--- config.mk ---
export PLATFORM = sky130hd
export DESIGN_NAME = dfc_ram
export DESIGN_NICKNAME = d
export VERILOG_FILES = /design/src/rtl/dfc_ram.sv
export SDC_FILE = /design/constraint.sdc
export NUM_CORES = 2
export LEC_CHECK = 0
export BUFFER_PORTS_ARGS = -buffer_cell sky130_fd_sc_hd__buf_4
export CORE_AREA = 3 3 381 383
export DETAILED_ROUTE_END_ITERATION = 8
export DIE_AREA = 0 0 384 386
export PLACE_DENSITY = 0.71
export SYNTH_ARGS = -nofsm -noshare
export SYNTH_HDL_FRONTEND = slang
export SYNTH_SLANG_ARGS = --single-unit
--- constraint.sdc ---
create_clock -name clk -period 3.2 [get_ports clk]
set_clock_uncertainty 0.2 [all_clocks]
set_input_delay 0.64 -clock clk [delete_from_list [all_inputs] [get_ports clk]]
set_output_delay 0.64 -clock clk [all_outputs]
set_load 0.03 [all_outputs]
--- src/rtl/dfc_ram.sv ---
// generic simple dual-port ram with registered read
module dfc_ram #(
  parameter int WIDTH = 8,
  parameter int DEPTH = 256
) (
  input  logic                     clk,
  input  logic                     we,
  input  logic [$clog2(DEPTH)-1:0] waddr,
  input  logic [WIDTH-1:0]         wdata,
  input  logic [$clog2(DEPTH)-1:0] raddr,
  output logic [WIDTH-1:0]         rdata
);

  logic [WIDTH-1:0] mem [DEPTH];

  // write port
  always_ff @(posedge clk) begin
    if (we) begin
      mem[waddr] <= wdata;
    end
  end

  // registered read port
  always_ff @(posedge clk) begin
    rdata <= mem[raddr];
  end

endmodule

**Word-level counts from Yosys, hierarchy flattened**

Memories as Yosys holds them, arrays and structs flattened. A register that Yosys moved wholly into a read port is not among the register bits.
Cells that the tools add are included.

- Input port bits: 26
- Output and inout bits: 8
- RAM bits: 2048
- Memories kept: 1
- Word-level logic and storage cells: 3
- Register bits after elaboration: 0

- Mux-type cells: 2

Memories:

| name | words | width | rd ports | clocked after memory_dff | write ports | line | text |
|---|---|---|---|---|---|---|---|
| mem | 256 | 8 | 1 | 1 | 1 | 14 | `logic [WIDTH-1:0] mem [DEPTH];` |

Operator list:

| cell | count |
|---|---|
| 1-bit 2-to-1 mux | 2 |

**Depth between registers and ports, before layout**

- Word-level depth: 2
- Mapped depth: 11
- Gate-level depth less buffers: 6

**Worst setup path before layout**

OpenSTA, ideal clock, no wires.

- Kind: input -> register
- Start: input raddr[0]
- End: register rdata[2] (read register of mem)
- Arrival: 2447 ps
- Required time: 2869 ps
- Setup time: 131 ps
- Stages: 9
- Setup slack: 422 ps
- Buffers on the path: 4
- Path through: buf_6 -> buf_12 -> buf_8 -> buf_2 -> mux4_2 -> a22oi_1 -> a21oi_1 -> nor4_1 -> nor4_2

RTL lines:

| element | line | text |
|---|---|---|
| start: declaration | 10 | `input logic [$clog2(DEPTH)-1:0] raddr,` |
| end: declaration | 11 | `output logic [WIDTH-1:0] rdata` |

==> metrics <==
Overflow after GRT 0; Syn. warnings 0; Least-Margin Pin Slew 1110 ps; Setup-failing EPs final 0; VDD IR-drop max 0.0006238 V; Final TNS setup 0 ps; FP Rows approximately 140; Slew Limit Fails 0; MaxCap Viol Count 0; critical path class in2reg; Synth Instances 3733; vias in the first global route between 40000 and 50000; Power, Total about 0.056 W; Mapped Nets 3759; RSZ-0062 raised after global routing false; final worst slack 88.48 ps; period utilisation layout 0.9723; WL/cell 30.71 um; initial antenna violation count 5; Power Density 603.2 nW/um2; Via-to-Cell Ratio 6.423; GPL Wtd Cong 0.8632; ANT nets after route 0; Finished Layout Cells 6429; CP startpoint kind primary input; overall die height 386 um; FILL cells slightly below 9000; crit path capture type flop; TritonRoute pass-1 iters 6; status complete, no violations; Worst slew margin 0.2574; first-pass GRT wire length 289800 um; CP arrival 3580 ps; num ports 34; Port Buffers 33; vias after detailed routing 41300; initial core utilization 0.5612; pre-CTS WS -1029 ps; clock slew at reported path FFs around 60 ps; top cells by area, synth edfxtp_1 77%, mux4_2 13%, mux2i_1 1.7%, nor2_1 1.3%, a22oi_1 1.3%; Synth area leader edfxtp_1; clk buf depth 3; Commonest cells post-synth 2048 x edfxtp_1, 454 x mux4_2, 282 x nor2_1; clk_lat worst skew 840 ps; Final min period 3112 ps; min-delay worst type in2reg; area of the multi-input gates roughly 16000 um2; clock sinks 2056; overall global routing resource usage 0.2724; CTS tree yes; die area 148200 um2; setup slack, reg-to-reg 310 ps; register area 61660 um2; Synth Flop Type edfxtp_1; drt initial violations 5485; Final Hold Fails 0; Leakage about 30 nW; Max Fanout on Critical Path 14; pin count of the biggest net entering global routing 110; WL final 197500 um; cell area after synthesis about 80000 um2; mean post-synth cell area about 21 um2; Post-synth ARST share 0; H-tree Lvls 4; Post-synth EDFFs about 2000; most common cell in the netlist edfxtp_1; CP required 3660 ps; Final #Nets 4398; CTS root buffer clkbuf_16; register area share after synthesis 0.7750; post-detail-place hpwl 124800 um; DRC 0; Synth top area share 0.7730; Placed Cells 6060; Horiz. Die Dim 384 um; count of cell types in the netlist 55; max frequency 321.4 MHz; #FFs+latches synth just over 2000; share of layout cells above drive strength 1 0.3142; CTS Buf Count roughly 200; core area 141800 um2; area growth from synthesis to layout 17.02%
-- report_power, final --
part / switching (W) / leakage (nW) / internal, W
Sequential: 0.0000663 / 18.5 / 0.0297
Combinational: 0.00185 / 8.55 / 0.00122
Clock: 0.00995 / 3.17 / 0.0134
Total: 0.0119 / 30.2 / 0.0443
-- flip-flops by register name, summed over array words and instances, names as in the netlist --
signal and count:
mem 2048, rdata 8
-- per-layer routing --
layer	GRT usage	vias to the layer above	wire (um)
met3	0.06962	379	22250
met1	0.3876	21500	74660
met2	0.4179	2448	93840
li1	-	16970	-
met5	0	-	26
met4	0.09088	4	6686
-- placed cells by master, fill, tap and decap left out, drive strengths merged, types with 14 or more instances in the layout --
cell | Yosys | routed
a211oi | 16 | 16
a21oi | 96 | 96
a221oi | 14 | 14
a22oi | 133 | 133
buf | 122 | 667
bufinv | 0 | 23
clkbuf | 111 | 236
clkinv | 1 | 95
edfxtp | 2048 | 2048
mux2i | 134 | 134
mux4 | 456 | 456
nand2 | 33 | 33
nand3 | 34 | 34
nor2 | 282 | 282
nor2b | 31 | 31
nor3 | 22 | 22
nor4 | 27 | 27
o221ai | 47 | 47
o22ai | 28 | 28
-- per-stage QoR --
step	instance area [um2]	hold WS [ps]	util
after floorplan	79560	538.9	-
after global placement	86540	840.9	0.6105
after detailed placement	86540	853.8	0.6105
after CTS	93080	24.56	0.6566
after global routing	93090	44.09	0.6567
final	93090	52.99	0.6567
-- worst paths after layout --
path / endpoint / depth (start not counted) / from
setup / recovery: rdata[7] / 11 / raddr[0]
hold reg to reg: rdata[6] / 6 / mem[44][6]
hold / removal: mem[82][4] / 1 / wdata[4]
setup reg to reg: rdata[2] / 6 / mem[64][2]
-- critical path, cell delays in order --
cell and delay, ps:
buf_8 220, buf_12 210, buf_12 230, buf_12 160, mux4_2 480, nor2b_1 140
a211oi_1 340, nor3_1 140, nor4_2 690, buf_4 230, nor4_1 50
-- area by class of cell --
type                    count  area share
diodes                      3  0.00008064
clock buffers             233     0.05532
clock inverters           131     0.01461
inverters                   2  0.00008064
multi-input cells        1442      0.1772
flip-flops and latches   2056      0.6623
well taps                1890     0.02540
repair buffers            672     0.06496
-- timing repair --
item                                   CTS  global route
endpoints found under the hold margin   81             0
pin swaps                                0             0
setup buffers                            0             0
resized for setup                        1             1
hold buffers                             2             0
setup endpoints to repair                1             1
-- kinds of logic after synthesis --
| kind of cell | after synthesis | share of synthesized area |
|---|---|---|
| AND/OR/NAND/NOR | 466 | 0.02628 |
| multiplexers | 591 | 0.1462 |
| buffers and inverters | 235 | 0.01831 |
| flip-flops | 2056 | 0.7750 |
| AO/OA/AOI/OAI | 385 | 0.03419 |
Power figures use the tool's default switching activity.
