<file path="src/rtl/dfc_pkg.sv">
// shared constants, types and codes for the damped fir convolver
package dfc_pkg;

  // sizing
  localparam int MAX_TAPS   = 2048;
  localparam int CHANNELS   = 2;
  localparam int TAP_W      = $clog2(MAX_TAPS);
  localparam int LEN_W      = $clog2(MAX_TAPS + 1);
  localparam int CH_IW      = (CHANNELS > 1) ? $clog2(CHANNELS) : 1;
  localparam int HIST_DEPTH = CHANNELS * MAX_TAPS;
  localparam int HIST_AW    = $clog2(HIST_DEPTH);

  // field widths
  localparam int SAMPLE_W   = 24;
  localparam int COEF_W     = 18;
  localparam int DAMP_W     = 16;
  localparam int TAPCNT_W   = 12;
  localparam int CIDX_W     = 11;

  // taper arithmetic: r(i) = floor(DAMP_K * damp * i / (2^16 * L))
  localparam int FRAC_W     = 16;
  localparam int DAMP_K     = 58982;
  localparam int NUM_W      = 2 * DAMP_W;
  localparam int QUOT_W     = NUM_W - FRAC_W;
  localparam int REM0_W     = LEN_W + FRAC_W;
  localparam int RACC_W     = REM0_W + 1;
  localparam int TAPER_W    = FRAC_W + 1;
  localparam int TAPER_ONE  = 1 << FRAC_W;

  // mac datapath
  localparam int PROD_W     = SAMPLE_W + COEF_W;
  localparam int SCALED_W   = PROD_W + TAPER_W + 1;
  localparam int TERM_W     = SCALED_W - FRAC_W;
  localparam int ACC_W      = TERM_W + LEN_W;

  // output rounding and saturation
  localparam int OUT_SHIFT  = 17;
  localparam logic signed [ACC_W-1:0] ROUND_BIAS = ACC_W'(65536);
  localparam logic signed [ACC_W-1:0] SAT_HI     = ACC_W'(8388607);
  localparam logic signed [ACC_W-1:0] SAT_LO     = ACC_W'(-8388608);

  // item actions
  localparam logic ACT_SAMPLE = 1'b0;
  localparam logic ACT_LOAD   = 1'b1;

  // register map, index taken from paddr[2]
  localparam logic [0:0] REG_DAMP      = 1'b0;
  localparam logic [0:0] REG_TAP_COUNT = 1'b1;
  localparam logic [TAPCNT_W-1:0] TAP_COUNT_RESET = TAPCNT_W'(16);
  localparam int PADDR_W = 3;

  // sequencer states
  typedef enum logic [2:0] {
    ST_IDLE,
    ST_PREP,
    ST_DIVGO,
    ST_DIVWAIT,
    ST_RUN,
    ST_DRAIN,
    ST_ROUND
  } dfc_state_t;

  // control from sequencer to the mac unit
  typedef struct packed {
    logic clear;
    logic issue;
    logic hist_ok;
  } mac_ctl_t;

endpackage

</file>
<file path="src/rtl/dfc_mac.sv">
// pipelined tap multiply, taper scaling and accumulate
module dfc_mac (
  input  logic                                 clk,
  input  logic                                 rst,
  input  dfc_pkg::mac_ctl_t                    ctl,
  input  logic [dfc_pkg::TAPER_W-1:0]          taper,
  input  logic signed [dfc_pkg::SAMPLE_W-1:0]  hist_data,
  input  logic signed [dfc_pkg::COEF_W-1:0]    coef_data,
  output logic                                 busy,
  output logic signed [dfc_pkg::ACC_W-1:0]     acc
);
  import dfc_pkg::*;

  logic                        v1, v2, v3;
  logic                        ok1;
  logic [TAPER_W-1:0]          taper1, taper2;
  logic signed [PROD_W-1:0]    prod;
  logic signed [SCALED_W-1:0]  scaled;
  logic signed [TERM_W-1:0]    term;

  assign busy = v1 | v2 | v3;

  // valid pipe, aligned with the ram read latency
  always_ff @(posedge clk) begin
    if (rst) begin
      v1 <= 1'b0;
      v2 <= 1'b0;
      v3 <= 1'b0;
    end else begin
      v1 <= ctl.issue;
      v2 <= v1;
      v3 <= v2;
    end
  end

  // side data that waits for the ram
  always_ff @(posedge clk) begin
    ok1    <= ctl.hist_ok;
    taper1 <= taper;
  end

  // stage a: sample times coefficient, unwritten history reads as zero
  always_ff @(posedge clk) begin
    if (v1) begin
      if (ok1) begin
        prod <= PROD_W'(hist_data) * PROD_W'(coef_data);
      end else begin
        prod <= '0;
      end
      taper2 <= taper1;
    end
  end

  // stage b: scale by the taper, floor to q4.40
  assign scaled = SCALED_W'(prod) * SCALED_W'($signed({1'b0, taper2}));

  always_ff @(posedge clk) begin
    if (v2) begin
      term <= scaled[SCALED_W-1:FRAC_W];
    end
  end

  // stage c: accumulate
  always_ff @(posedge clk) begin
    if (rst || ctl.clear) begin
      acc <= '0;
    end else if (v3) begin
      acc <= acc + ACC_W'(term);
    end
  end

endmodule

</file>
<file path="config.mk">
export PLATFORM = sky130hd
export DESIGN_NAME = dfc_mac
export DESIGN_NICKNAME = d
export VERILOG_FILES = /design/src/rtl/dfc_pkg.sv /design/src/rtl/dfc_mac.sv
export SDC_FILE = /design/constraint.sdc
export NUM_CORES = 2
export LEC_CHECK = 0
export ABC_AREA = 1
export BUFFER_PORTS_ARGS = -buffer_cell sky130_fd_sc_hd__clkbuf_2
export CAP_MARGIN = 30
export CORE_MARGIN = 1
export CORE_UTILIZATION = 40
export CTS_CLUSTER_SIZE = 16
export DETAILED_ROUTE_END_ITERATION = 6
export GPL_ROUTABILITY_DRIVEN = 0
export GPL_TIMING_DRIVEN = 0
export PLACE_DENSITY_LB_ADDON = 0.1
export SETUP_SLACK_MARGIN = 0.1
export SYNTH_ARGS = -nofsm -noshare
export SYNTH_HDL_FRONTEND = slang
export SYNTH_SLANG_ARGS = --single-unit
</file>
<file path="constraint.sdc">
create_clock -name clk -period 6.79 [get_ports clk]
set_clock_uncertainty 0.15 [all_clocks]
set_input_delay 0.3395 -clock clk [delete_from_list [all_inputs] [get_ports clk]]
set_output_delay 0.3395 -clock clk [all_outputs]
set_load 0.005 [all_outputs]
</file>
After elaboration in Yosys (flattened, before gate mapping)
Index checks and enable logic that the tools add are counted.
{"block": "totals", "ff_bits": 180, "latch_bits": 0, "ram_bits": 0, "mem_bits_ro": 0, "n_memories": 0}
{"block": "op_classes", "addsub": 1, "mul": 2, "n_div": 0, "n_lt_le_gt_ge": 0, "eq_ne": 0, "shift": 0, "muxes": 0, "bitwise_logic": 2, "n_reduce_logical": 1}
{"operator": "$mul A42 B18 Y60", "count": 1}
{"operator": "$add A56 B44 Y56", "count": 1}
{"operator": "$mul A24 B18 Y42", "count": 1}
{"operator": "$or A1 B1 Y1", "count": 2}
{"operator": "$logic_or A1 B1 Y1", "count": 1}

Logic depth before layout (Yosys ltp)
{"block": "logic_depth", "depth_word": 2, "ltp_mapped": 30, "ltp_nobuf": 29}

Least setup slack after synthesis
Ideal clock, no wire load.
{"block": "synth_timing", "kind": "input-to-reg", "from": "input hist_data[23] in the netlist's numbering", "to": "register prod[41], data pin", "setup_time_ps": 253, "arrival_ps": 5652, "required_time_ps": 6387, "path_slack_ps": 735, "cell_stages": 24, "n_path_buf": 2, "cell_sequence": "clkbuf_1 > clkbuf_1 > nand2_1 > fa_1 > inv_1 > fa_1 > inv_1 > fa_1 > fa_1 > inv_1 > fa_1 > inv_1 > fa_1 > inv_1 > ha_1 > nand2_1 > nor2_1 > inv_1 > nor4_1 > nand4_1 > nand3_1 > nand2_1 > nand2_1 > nor2_1"}
{"block": "synth_via", "elab_chain_cells": 1}
{"item": "start, declared", "line": "dfc_mac.sv:7", "rtl": "input logic signed [dfc_pkg::SAMPLE_W-1:0] hist_data,"}
{"item": "$mul A24 B18 Y42", "line": "dfc_mac.sv:46", "rtl": "prod <= PROD_W'(hist_data) * PROD_W'(coef_data);"}
{"item": "end signal, assigned", "line": "dfc_mac.sv:46"}
{"item": "end, declared", "line": "dfc_mac.sv:17", "rtl": "logic signed [PROD_W-1:0] prod;"}
No other way between the ends.
A chain may end at the register's enable or synchronous reset.

Worst setup path after layout
{"block": "layout_timing", "from": "input hist_data[9] in the netlist's numbering", "to": "register prod[41], data pin"}
Same word-level chain as after synthesis.

==> summary.txt <==
Synthesis
  • Area contributors post-synth: fa_1 42%, inv_1 15%, nand2_1 13%
  • Asr flop ratio synth: 0
  • Sequential-to-total area share from yosys stat: 0.0888
  • Post-synth EDFFs: between 100 and 150
  • Post-Syn Area: between 0.05 and 0.06 mm2
  • Mean area per synthesized cell: about 7.5 um2
  • Post-Synthesis Cells: roughly 7000
  • Synthesized Nets: around 8400
  • Synth Register Bits: 180
  • Post-synth top flop: edfxtp_1
  • Synth top area share: 0.420
  • Synth cell types: 47
  • Cell taking the most area after synthesis: fa_1
  • Yosys warns: 0

Floorplanning
  • Die X-Extent: roughly 360 um
  • Die Y: 363 um
  • Die ar.: about 0.13 mm2
  • # IOs: 121
  • Starting Density: 0.403
  • Core area: around 0.13 mm2
  • Row count: between 100 and 150

Setup path
  • FF-to-FF Start: taper2[14]
  • Worst EP required: 6.97 ns
  • Worst path most repeated cell: fa_1
  • Arrival time worst endpoint: around 6.8 ns
  • Crit Path Category: input port to register
  • Critical Path Sink Type: register
  • R2r setup slk: 0.23 ns
  • Worst-path fanout max: 10
  • Worst flop-to-flop path endpoint: term[9]
  • Slowest CP cell: fa_1
  • Slowest Stage Delay on Critical Path: around 0.58 ns
  • Worst-path cell chain: clkbuf_2 -> clkbuf_1 -> nand2_1 -> fa_1 -> inv_1 -> fa_1 -> fa_1 -> fa_1 -> fa_1 -> inv_1 -> fa_1 -> inv_1 -> ha_1 -> nand2_1 -> nor2_1 -> inv_1 -> nor2_1 -> a21boi_0 -> o21ai_1 -> nand3_1 -> nand2_1 -> nand2_1 -> nor2_1
  • Critical path startpoint category: input port
  • Reg2Reg Depth: 21

STA
  • Crit path time final: ~6.6 ns
  • Hold Vio Cnt, Final: 0
  • Final Setup Violations: 0
  • Slew HR: 0.334
  • Max-slew violation count: 0
  • Worst slew pin tran: 0.999 ns
  • Period utilization: 0.974
  • RSZ-0062 raised after global routing: yes
  • Fmax: roughly 150 MHz

Global route
  • Global route total overflow: 0
  • Pin count of the biggest net entering global routing: 56
  • All-Layer GR Usage: 0.281
  • Initial antenna violation count: 3
  • Vias in the first global route: about 45000
  • First-pass GRT wire length: about 280000 um

Final layout
  • Nets: roughly 8600
  • Share of cells above drive strength 1: 0.0686
  • Most common cell after layout, fill and taps aside: inv_1
  • Multi-input logic area: between 0.03 and 0.04 mm2
  • Core Util, Final: 0.440
  • Fillers: around 14000
  • ANT cells: 0
  • Commonest cells after routing, fill and taps aside: 2088 x inv_1, 1796 x nand2_1, 1090 x fa_1
  • Synthesis-to-finish area growth: 9.05%
  • Register area: approximately 0.0046 mm2

Detailed routing
  • DRC violations left: 0
  • Top Metal Used: met4
  • M1 WL: 75700 um
  • Antenna viol nets, final: 0
  • Met2 wire length: between 80000 and 90000 um
  • Vias: approximately 44000
  • DRT Pass-1 Iters: 7
  • Avg WL per Cell: slightly above 20 um
  • Met3 routed WL: around 9000 um
  • Drt initial violations: ~3000
  • Vias per Instance: slightly below 5
  • Final WL: 179000 um

Job
  • Maxcap violations: 0

Place
  • Dpl hpwl: roughly 150000 um
  • IO Port Bufs: 96

Clock network
  • H-Tree Depth: 4
  • Worst skew pair latency: approximately 0.56 ns
  • CTS root buf: clkbuf_16
  • Clock tree buffer depth: 2
  • Clk sinks: 180
  • Reg clk slew, reported paths: roughly 0.10 ns
  • TritonCTS clock tree: built
  • Num CTS Buffers: 17

Status
  • Outcome: complete, no violations

Hold path
  • Worst Hold Class: input port to register
  • Hold Path Sink: acc[11]
  • Hold path startpoint: ctl[2]
  • Hold path depth: 4
-- through the flow --
stage | worst slack, ns | hold WS (ns) | cells | TNS (ns) | cell area, um2
floorplan | 0.735 | 0.217 | 6973 | 0 | 52200
global placement | -1.43 | 0.236 | 8811 | -39.86 | 54900
detailed placement | -1.16 | 0.239 | 8826 | -29.20 | 55100
CTS | 0.0750 | 0.0942 | 8873 | 0 | 56400
global route | 0.0498 | 0.166 | 8886 | 0 | 56900
finish | 0.175 | 0.159 | 8886 | 0 | 56900
-- Yosys cell counts (17+ instances only) --
cell,instances
o21ai_0,145
a21oi_1,200
nand4_1,33
a21o_1,20
clkbuf_1,265
ha_1,295
xor2_1,55
o21ai_1,17
nand2_1,1809
nor3_1,28
nand3_1,123
nand2_2,17
inv_1,2088
nor2_1,451
fa_1,1095
edfxtp_1,103
o21bai_1,23
dfxtp_1,77
xnor2_1,20
-- timing repair --
item	CTS	global route
buffers inserted	42	17
endpoints found under the setup margin	48	42
resized for setup	104	230
pin swaps	4	11
endpoints found under the hold margin	21	0
hold buffers	21	0
-- how the worst max path moves through the flow --
stage	from	end	depth (start not counted)
2_1_floorplan	hist_data[23]	prod[41]	24
3_3_place_gp	taper2[6]	term[40]	21
3_5_place_dp	coef_data[6]	prod[41]	24
4_1_cts	taper2[0]	term[40]	21
5_1_grt	taper2[8]	term[43]	24
6_report	hist_data[9]	prod[41]	23
-- logic make-up (layout without fill, tap and decap cells) --
family,count (synthesis),count (layout),share of synthesized area
AND/OR/NAND/NOR,2507,2507,0.189
buffers and inverters,2364,2535,0.170
adder cells (fa/ha/maj),1390,1390,0.491
AO/OA/AOI/OAI,457,457,0.0485
flip-flops,180,180,0.0888
XOR/XNOR,75,75,0.0126
-- worst max-delay path, delay by kind of cell --
kind | cells | cell delay (ns)
buf+inv | 6 | 1.15
simple gates | 8 | 1.08
fa+ha+maj | 7 | 3.52
compound gates | 2 | 0.69
-- area by class of cell --
class | instances | area share
tap | 1742 | 0.0383
multi-input combinational | 4429 | 0.686
clock buffer | 19 | 0.00798
inverter | 2091 | 0.138
buffer | 220 | 0.0184
sequential | 180 | 0.0815
timing repair buffer | 192 | 0.0269
clock inverter | 13 | 0.00281
-- layer usage --
metal	up-vias	track usage
li1	20157	-
met1	21927	0.361
met2	1244	0.487
met3	277	0.0319
met4	0	0.0976
met5	-	0
-- sequential cells by signal, indices dropped and copies added (netlist names) --
register  flops
acc          56
taper1       17
term         44
ok1           1
v1            1
v2            1
prod         42
taper2       17
v3            1
Power is left out: the tool's default activity adds up to more than one toggle a clock period on the data nets, which glitch-free logic cannot reach.
