## src/rtl/dfc_pkg.sv

```systemverilog
// shared constants, types and codes for the damped fir convolver
package dfc_pkg;

  // sizing
  localparam int MAX_TAPS   = 2048;
  localparam int CHANNELS   = 2;
  localparam int TAP_W      = $clog2(MAX_TAPS);
  localparam int LEN_W      = $clog2(MAX_TAPS + 1);
  localparam int CH_IW      = (CHANNELS > 1) ? $clog2(CHANNELS) : 1;
  localparam int HIST_DEPTH = CHANNELS * MAX_TAPS;
  localparam int HIST_AW    = $clog2(HIST_DEPTH);

  // field widths
  localparam int SAMPLE_W   = 24;
  localparam int COEF_W     = 18;
  localparam int DAMP_W     = 16;
  localparam int TAPCNT_W   = 12;
  localparam int CIDX_W     = 11;

  // taper arithmetic: r(i) = floor(DAMP_K * damp * i / (2^16 * L))
  localparam int FRAC_W     = 16;
  localparam int DAMP_K     = 58982;
  localparam int NUM_W      = 2 * DAMP_W;
  localparam int QUOT_W     = NUM_W - FRAC_W;
  localparam int REM0_W     = LEN_W + FRAC_W;
  localparam int RACC_W     = REM0_W + 1;
  localparam int TAPER_W    = FRAC_W + 1;
  localparam int TAPER_ONE  = 1 << FRAC_W;

  // mac datapath
  localparam int PROD_W     = SAMPLE_W + COEF_W;
  localparam int SCALED_W   = PROD_W + TAPER_W + 1;
  localparam int TERM_W     = SCALED_W - FRAC_W;
  localparam int ACC_W      = TERM_W + LEN_W;

  // output rounding and saturation
  localparam int OUT_SHIFT  = 17;
  localparam logic signed [ACC_W-1:0] ROUND_BIAS = ACC_W'(65536);
  localparam logic signed [ACC_W-1:0] SAT_HI     = ACC_W'(8388607);
  localparam logic signed [ACC_W-1:0] SAT_LO     = ACC_W'(-8388608);

  // item actions
  localparam logic ACT_SAMPLE = 1'b0;
  localparam logic ACT_LOAD   = 1'b1;

  // register map, index taken from paddr[2]
  localparam logic [0:0] REG_DAMP      = 1'b0;
  localparam logic [0:0] REG_TAP_COUNT = 1'b1;
  localparam logic [TAPCNT_W-1:0] TAP_COUNT_RESET = TAPCNT_W'(16);
  localparam int PADDR_W = 3;

  // sequencer states
  typedef enum logic [2:0] {
    ST_IDLE,
    ST_PREP,
    ST_DIVGO,
    ST_DIVWAIT,
    ST_RUN,
    ST_DRAIN,
    ST_ROUND
  } dfc_state_t;

  // control from sequencer to the mac unit
  typedef struct packed {
    logic clear;
    logic issue;
    logic hist_ok;
  } mac_ctl_t;

endpackage

```

## src/rtl/dfc_div.sv

```systemverilog
// restoring divider, one quotient bit per cycle, for the taper step
module dfc_div (
  input  logic                          clk,
  input  logic                          rst,
  input  logic                          start,
  input  logic [dfc_pkg::QUOT_W-1:0]    dividend,
  input  logic [dfc_pkg::LEN_W-1:0]     divisor,
  output logic                          done,
  output logic [dfc_pkg::QUOT_W-1:0]    quot,
  output logic [dfc_pkg::LEN_W-1:0]     rem
);
  import dfc_pkg::*;

  localparam int CNT_W = $clog2(QUOT_W);

  logic             busy;
  logic [CNT_W-1:0] cnt;
  logic [LEN_W:0]   shifted;
  logic [LEN_W:0]   diff;
  logic             fits;

  // one trial subtraction
  always_comb begin
    shifted = {rem, quot[QUOT_W-1]};
    diff    = shifted - {1'b0, divisor};
    fits    = (shifted >= {1'b0, divisor});
  end

  // control
  always_ff @(posedge clk) begin
    if (rst) begin
      busy <= 1'b0;
      done <= 1'b0;
      cnt  <= '0;
    end else if (start) begin
      busy <= 1'b1;
      done <= 1'b0;
      cnt  <= '0;
    end else if (busy) begin
      cnt <= cnt + 1'b1;
      if (cnt == CNT_W'(QUOT_W - 1)) begin
        busy <= 1'b0;
        done <= 1'b1;
      end
    end else begin
      done <= 1'b0;
    end
  end

  // quotient shifts in over the dividend, remainder builds up
  always_ff @(posedge clk) begin
    if (start) begin
      quot <= dividend;
      rem  <= '0;
    end else if (busy) begin
      quot <= {quot[QUOT_W-2:0], fits};
      rem  <= fits ? diff[LEN_W-1:0] : shifted[LEN_W-1:0];
    end
  end

endmodule

```

## config.mk

```make
export PLATFORM = sky130hd
export DESIGN_NAME = dfc_div
export DESIGN_NICKNAME = d
export VERILOG_FILES = /design/src/rtl/dfc_pkg.sv /design/src/rtl/dfc_div.sv
export SDC_FILE = /design/constraint.sdc
export NUM_CORES = 1
export LEC_CHECK = 0
export BUFFER_PORTS_ARGS = -buffer_cell sky130_fd_sc_hd__buf_4
export CAP_MARGIN = 20
export CELL_PAD_IN_SITES_DETAIL_PLACEMENT = 0
export CELL_PAD_IN_SITES_GLOBAL_PLACEMENT = 1
export CORE_MARGIN = 2
export CORE_UTILIZATION = 40
export DETAILED_ROUTE_END_ITERATION = 6
export PLACE_DENSITY = 0.9
export SETUP_SLACK_MARGIN = 0.05
export SLEW_MARGIN = 5
export SYNTH_ARGS = -nofsm -noshare
export SYNTH_HDL_FRONTEND = slang
export SYNTH_SLANG_ARGS = --single-unit
export TNS_END_PERCENT = 10
```

## constraint.sdc

```tcl
create_clock -name clk -period 3.3 [get_ports clk]
set_clock_uncertainty 0.2 [all_clocks]
set_input_delay 0.165 -clock clk [delete_from_list [all_inputs] [get_ports clk]]
set_output_delay 0.165 -clock clk [all_outputs]
set_load 0.01 [all_outputs]
```

# Yosys cells after proc, flatten, opt, wreduce, memory -nomap -nowiden
# Cells that the tools add are included.
[word_totals]
regBits = 34
latchBits = 0
ram_bits = 0
rom_bits = 0
memories = 0
[classes]
add_sub_neg = 2
multipliers = 0
div_mod_pow = 0
order_cmp = 1
eq_ne = 1
shift = 0
n_mux = 6
n_bitwise = 1
reduce_logical = 3
[ops]
columns = ["op", "count"]
rows = [
  ["two-way mux 16 bit", 2],
  [">= comparator 13 x 12 -> 1 bit", 1],
  ["two-way mux 12 bit", 1],
  ["subtractor 12 bit", 1],
  ["adder 4 x 1 -> 4 bit (second input constant)", 1],
  ["equality test 4 bit (second input constant)", 1],
  ["two-way mux 1 bit", 3],
  ["OR reduction 3 bit", 1],
  ["nonzero test 2 bit", 1],
  ["OR reduction 2 bit", 1],
  ["NOT 1 bit", 1],
]

# Logic depth before layout (Yosys ltp)
[depth]
word_depth = 4
depth_mapped = 10

# Worst setup path after synthesis
# No wires, ideal clock.
[synth_path]
path_kind = "register to register"
from = "register quot[15] (netlist name)"
to = "register rem[10] (netlist name)"
setup_ps = 88
t_arrival_ps = 2135
slack_ps = 877
stages_incl_launch_ff = 10
n_path_buf = 0
period_less_slack_ps = 2423
path_cell_list = "edfxtp_1 > inv_1 > ha_1 > fa_1 > nor2b_1 > o21bai_1 > a21o_1 > a2111oi_2 > o31ai_1 > a311oi_2"
[synth_via]
elab_chain_len = 2
elab_cells_between_ends = 3
cone_classes = "1 x add/sub; 1 x order compare; 1 x mux"
[synth_lines]
columns = ["item", "line_no", "text"]
rows = [
  ["start: declaration", "dfc_div.sv:9", "output logic [dfc_pkg::QUOT_W-1:0] quot,"],
  ["start signal: assignment", "dfc_div.sv:53", "quot <= dividend;"],
  ["start signal: assignment", "dfc_div.sv:56", "quot <= {quot[QUOT_W-2:0], fits};"],
  ["subtractor 12 bit or >= comparator 13 x 12 -> 1 bit (tied branches)", "dfc_div.sv:25, dfc_div.sv:26", ""],
  ["two-way mux 12 bit (*)", "dfc_div.sv:57", "rem <= fits ? diff[LEN_W-1:0] : shifted[LEN_W-1:0];"],
  ["end signal: assignment", "dfc_div.sv:57", ""],
  ["end: declaration", "dfc_div.sv:10", "output logic [dfc_pkg::LEN_W-1:0] rem"],
]
# Every way passes the cells marked *; elsewhere a longest branch is shown, timed or not.
# A chain may end at the register's enable or synchronous reset.

# Worst setup path after layout
# Ends and elaborated chain as after synthesis.

==> results by group <==
Outcome
  • Status: finished clean

Min path
  • Hold WC Path Type: in2reg

Timing
  • Final Setup Violations: 0
  • Slew Limit Fails: 0
  • Minimum clock period: about 2.6 ns
  • Highest clock rate: roughly 390 MHz
  • Slew HR: between 60% and 70%
  • Unrepaired setup endpoints after global routing: no
  • Fin crit share: about four fifths
  • Pin slew with the least headroom to its limit: 0.487 ns
  • Setup TNS: 0 ns
  • Final hold violations: 0

Place
  • Port Buf Inserts: 59
  • Detail Placement HPWL: around 3.6 mm
  • Placed Instances: 344
  • RePlAce Congestion: around 0.77
  • DP Area: about 0.0027 mm2

Clock network
  • Setup Fix Bufs, Post-CTS: 0
  • CTS tree: done
  • Worst-path clk slew: roughly 0.07 ns
  • TritonCTS Buffers: 5
  • Post-cts sizing count: 0
  • H-tree lvl count: 2
  • Largest buffer count on any clock path: 2
  • Worst skew pair latency: ~0.29 ns
  • Root buf cell: clkbuf_8
  • Clock sinks: 34

Global routing
  • Vias in the first global route: 1,875
  • Met2 Track Usage GR: between 30% and 40%
  • Layer with the highest usage: met2
  • All-Layer GR Usage: 18.2%
  • Total grt overflow: 0
  • First-pass GRT wire length: between 8 and 9 mm
  • Grt met1 use: about a quarter
  • Largest net degree at the start of global routing: 38
  • Initial antenna violation count: 0
  • Met3 usage: under 10%

Detailed routing
  • Drt pass-1 iters: 4
  • DRC viols: 0
  • Post-detailed-route count of antenna-violating nets: 0
  • Vias per inst: just over 5
  • Routed WL: 5.15 mm
  • DR iter-0 viols: between 70 and 80
  • Routed len/inst: between 10 and 15 um
  • Vias: between 1,500 and 2,000

Power
  • Seq pwr share: between 40 and 50%
  • Power consumption: 0.00125 W
  • PwrDens: around 420 mW/mm2
  • Lkg Pwr: 1.24 nW
  • Part of the power in combinational logic: about a third
  • Worst vdd ir: 0.189 mV
  • Clock Power Share: a little over a quarter
  • Pint: 0.000848 W
  • Switch Pwr: 0.000398 W
  • Sw Share: 31.9%

Die
  • Core box area: about 0.0054 mm2
  • Die H: around 78 um
  • IO Pins: 60
  • Initial Util: about two fifths
  • Die area: ~0.0061 mm2
  • Die W: between 70 and 80 um
  • Floorplan row count: 27

Cells and area
  • Fillers: 520
  • Non-Filler Instances: between 300 and 400
  • Total Nets Final: 340
  • Final design instance area without fill: around 0.0030 mm2
  • Area delta synth->final: 34.1%
  • # diodes: 0
  • Layout cell share with drive strength beyond 1: between 30% and 40%
  • Utilization after layout: a little over half

Yosys
  • Main synth FF type: dfxtp_1
  • Post-synth EDFFs: 16
  • YS warnings: 0
  • Asr flop ratio synth: 0%
  • Synth area leaders: edfxtp_1 (22%), dfxtp_1 (16%), mux2_2 (8.1%)
  • Area leader, netlist: edfxtp_1
  • Synthesized Nets: between 200 and 300
  • Register area share after synthesis: between 30% and 40%
  • Netlist cell types: 52
  • Cells after synthesis: approximately 220
  • Top-area cell type share of the netlist area: 21.7%
  • Avg Inst Size Synth: around 10 um2
  • Post-Syn Area: 0.00221 mm2
  • Seq cells post-synth: 34

Critical path
  • Crit path launch type: flop
  • Worst reg-to-reg setup slack: between 0.7 and 0.8 ns
  • Critical path arrival: around 2.6 ns
  • Critical Path Start: quot[15]$_DFFE_PP_
  • Reg2reg path depth: 9
  • R2R Path End: rem[10]$_SDFFE_PP0P_
  • Worst-path fanout max: 3
  • CP endpoint kind: flop
  • Reg-to-reg critical path startpoint: quot[15]$_DFFE_PP_
  • CP Data Required Time: ~3.3 ns
  • Setup CP Type: reg2reg
  • Worst Setup EP: rem[10]$_SDFFE_PP0P_

Flow run
  • Max Cap Viol: 0
## routing by layer
layer,vias up,routed length (um)
li1,964,-
met1,866,2350
met2,38,2490
met3,11,201
met4,0,110
met5,-,0
## cell usage in the layout, fill, tap and decap left out, types with 2 or more instances in the layout
cell type / synthesis / routed
nand2_2: 3 / 3
dlygate4sd3_1: 0 / 16
nor2_1: 18 / 18
nand2_1: 18 / 18
o21bai_1: 2 / 2
mux2i_1: 3 / 3
a311oi_2: 9 / 9
nor4b_1: 2 / 2
ha_1: 13 / 13
or3_1: 3 / 3
nor2b_1: 3 / 3
o21ai_0: 4 / 4
xor2_1: 2 / 2
nand3_1: 8 / 8
a21boi_0: 2 / 2
o21ai_1: 3 / 3
inv_1: 19 / 19
mux2_2: 16 / 16
a21oi_2: 3 / 3
nor3_1: 6 / 6
edfxtp_1: 16 / 16
xnor2_1: 4 / 4
buf_4: 0 / 60
nor3b_1: 2 / 2
o21a_1: 2 / 2
o41ai_1: 2 / 2
dfxtp_1: 18 / 18
a21oi_1: 8 / 8
a2111oi_2: 2 / 2
clkbuf_8: 0 / 6
## cell families after synthesis
group | Yosys count | synth area share (%)
buffers and inverters | 28 | 5.15
xor gates and xnor gates | 6 | 2.38
DFF | 34 | 38.0
AOI/OAI and AO/OA | 49 | 20.7
and+or+nand+nor | 71 | 16.0
muxes | 19 | 9.51
adders and majority gates | 14 | 8.26
## synthesized netlist by cell type, types with 2 or more instances
master     instances
a2111oi_2          2
a21boi_0           2
a21oi_1            8
a21oi_2            3
a311oi_2           9
buf_1              2
clkbuf_1           5
dfxtp_1           18
edfxtp_1          16
ha_1              13
inv_1             19
mux2_2            16
mux2i_1            3
nand2_1           18
nand2_2            3
nand3_1            8
nor2_1            18
nor2b_1            3
nor3_1             6
nor3b_1            2
nor4b_1            2
o21a_1             2
o21ai_0            4
o21ai_1            3
o21bai_1           2
o41ai_1            2
or3_1              3
xnor2_1            4
xor2_1             2
## area by class of cell
cell class                      instances  area, um2  area share, %
Timing Repair Buffer                   76        611           20.6
Clock buffer                            6       82.6           2.79
Inverter                               19       71.3           2.41
Tap cell                               72       90.1           3.04
Sequential cell                        34        841           28.4
Clock inverter                          2       12.5          0.422
Multi-Input combinational cell        159       1260           42.4
## worst min-delay path by stage
stage | start | to | slack (ns) | cells after the start
after floorplan | rst | busy$_SDFF_PP0_ | 0.04 | 1
after CTS | dividend[2] | quot[2]$_DFFE_PP_ | 0.007 | 2
after detailed placement | rst | busy$_SDFF_PP0_ | 0.19 | 2
final | dividend[2] | quot[2]$_DFFE_PP_ | 0.01 | 2
after global routing | dividend[2] | quot[2]$_DFFE_PP_ | 0.003 | 2
after global placement | rst | busy$_SDFF_PP0_ | 0.18 | 2
## what timing repair did
item,4_1_cts,5_1_grt
endpoints found under the setup margin,0,0
hold buffers,16,0
endpoints found under the hold margin,21,0
## state kept, by name, summed over array words and instances, names as in the netlist
name / count
busy: 1
cnt: 4
done: 1
quot: 16
rem: 12
## per-stage QoR
stage               hold WS, ns  setup WS, ns
floorplan                0.0374         0.877
global placement          0.183         0.857
detailed placement        0.186         0.762
CTS                     0.00726         0.714
global route            0.00341         0.598
finish                   0.0121         0.707
## worst max-delay path, stage by stage, from the launching register on
cell	delay [ns]
edfxtp_1	0.38
inv_1	0.05
ha_1	0.21
fa_1	0.42
nor2b_1	0.18
o21bai_1	0.10
a21o_1	0.20
a2111oi_2	0.38
o31ai_1	0.15
a311oi_2	0.24
## power groups by stage
stage,Clock (W),Combinational (W),Sequential (W)
after floorplan,0,0.000248,0.000535
after detailed placement,0,0.000390,0.000523
final,0.000328,0.000405,0.000513
after global routing,0.000355,0.000448,0.000520
after CTS,0.000339,0.000408,0.000513
after global placement,0,0.000384,0.000521
No activity file was read; power rests on OpenSTA's default activity.
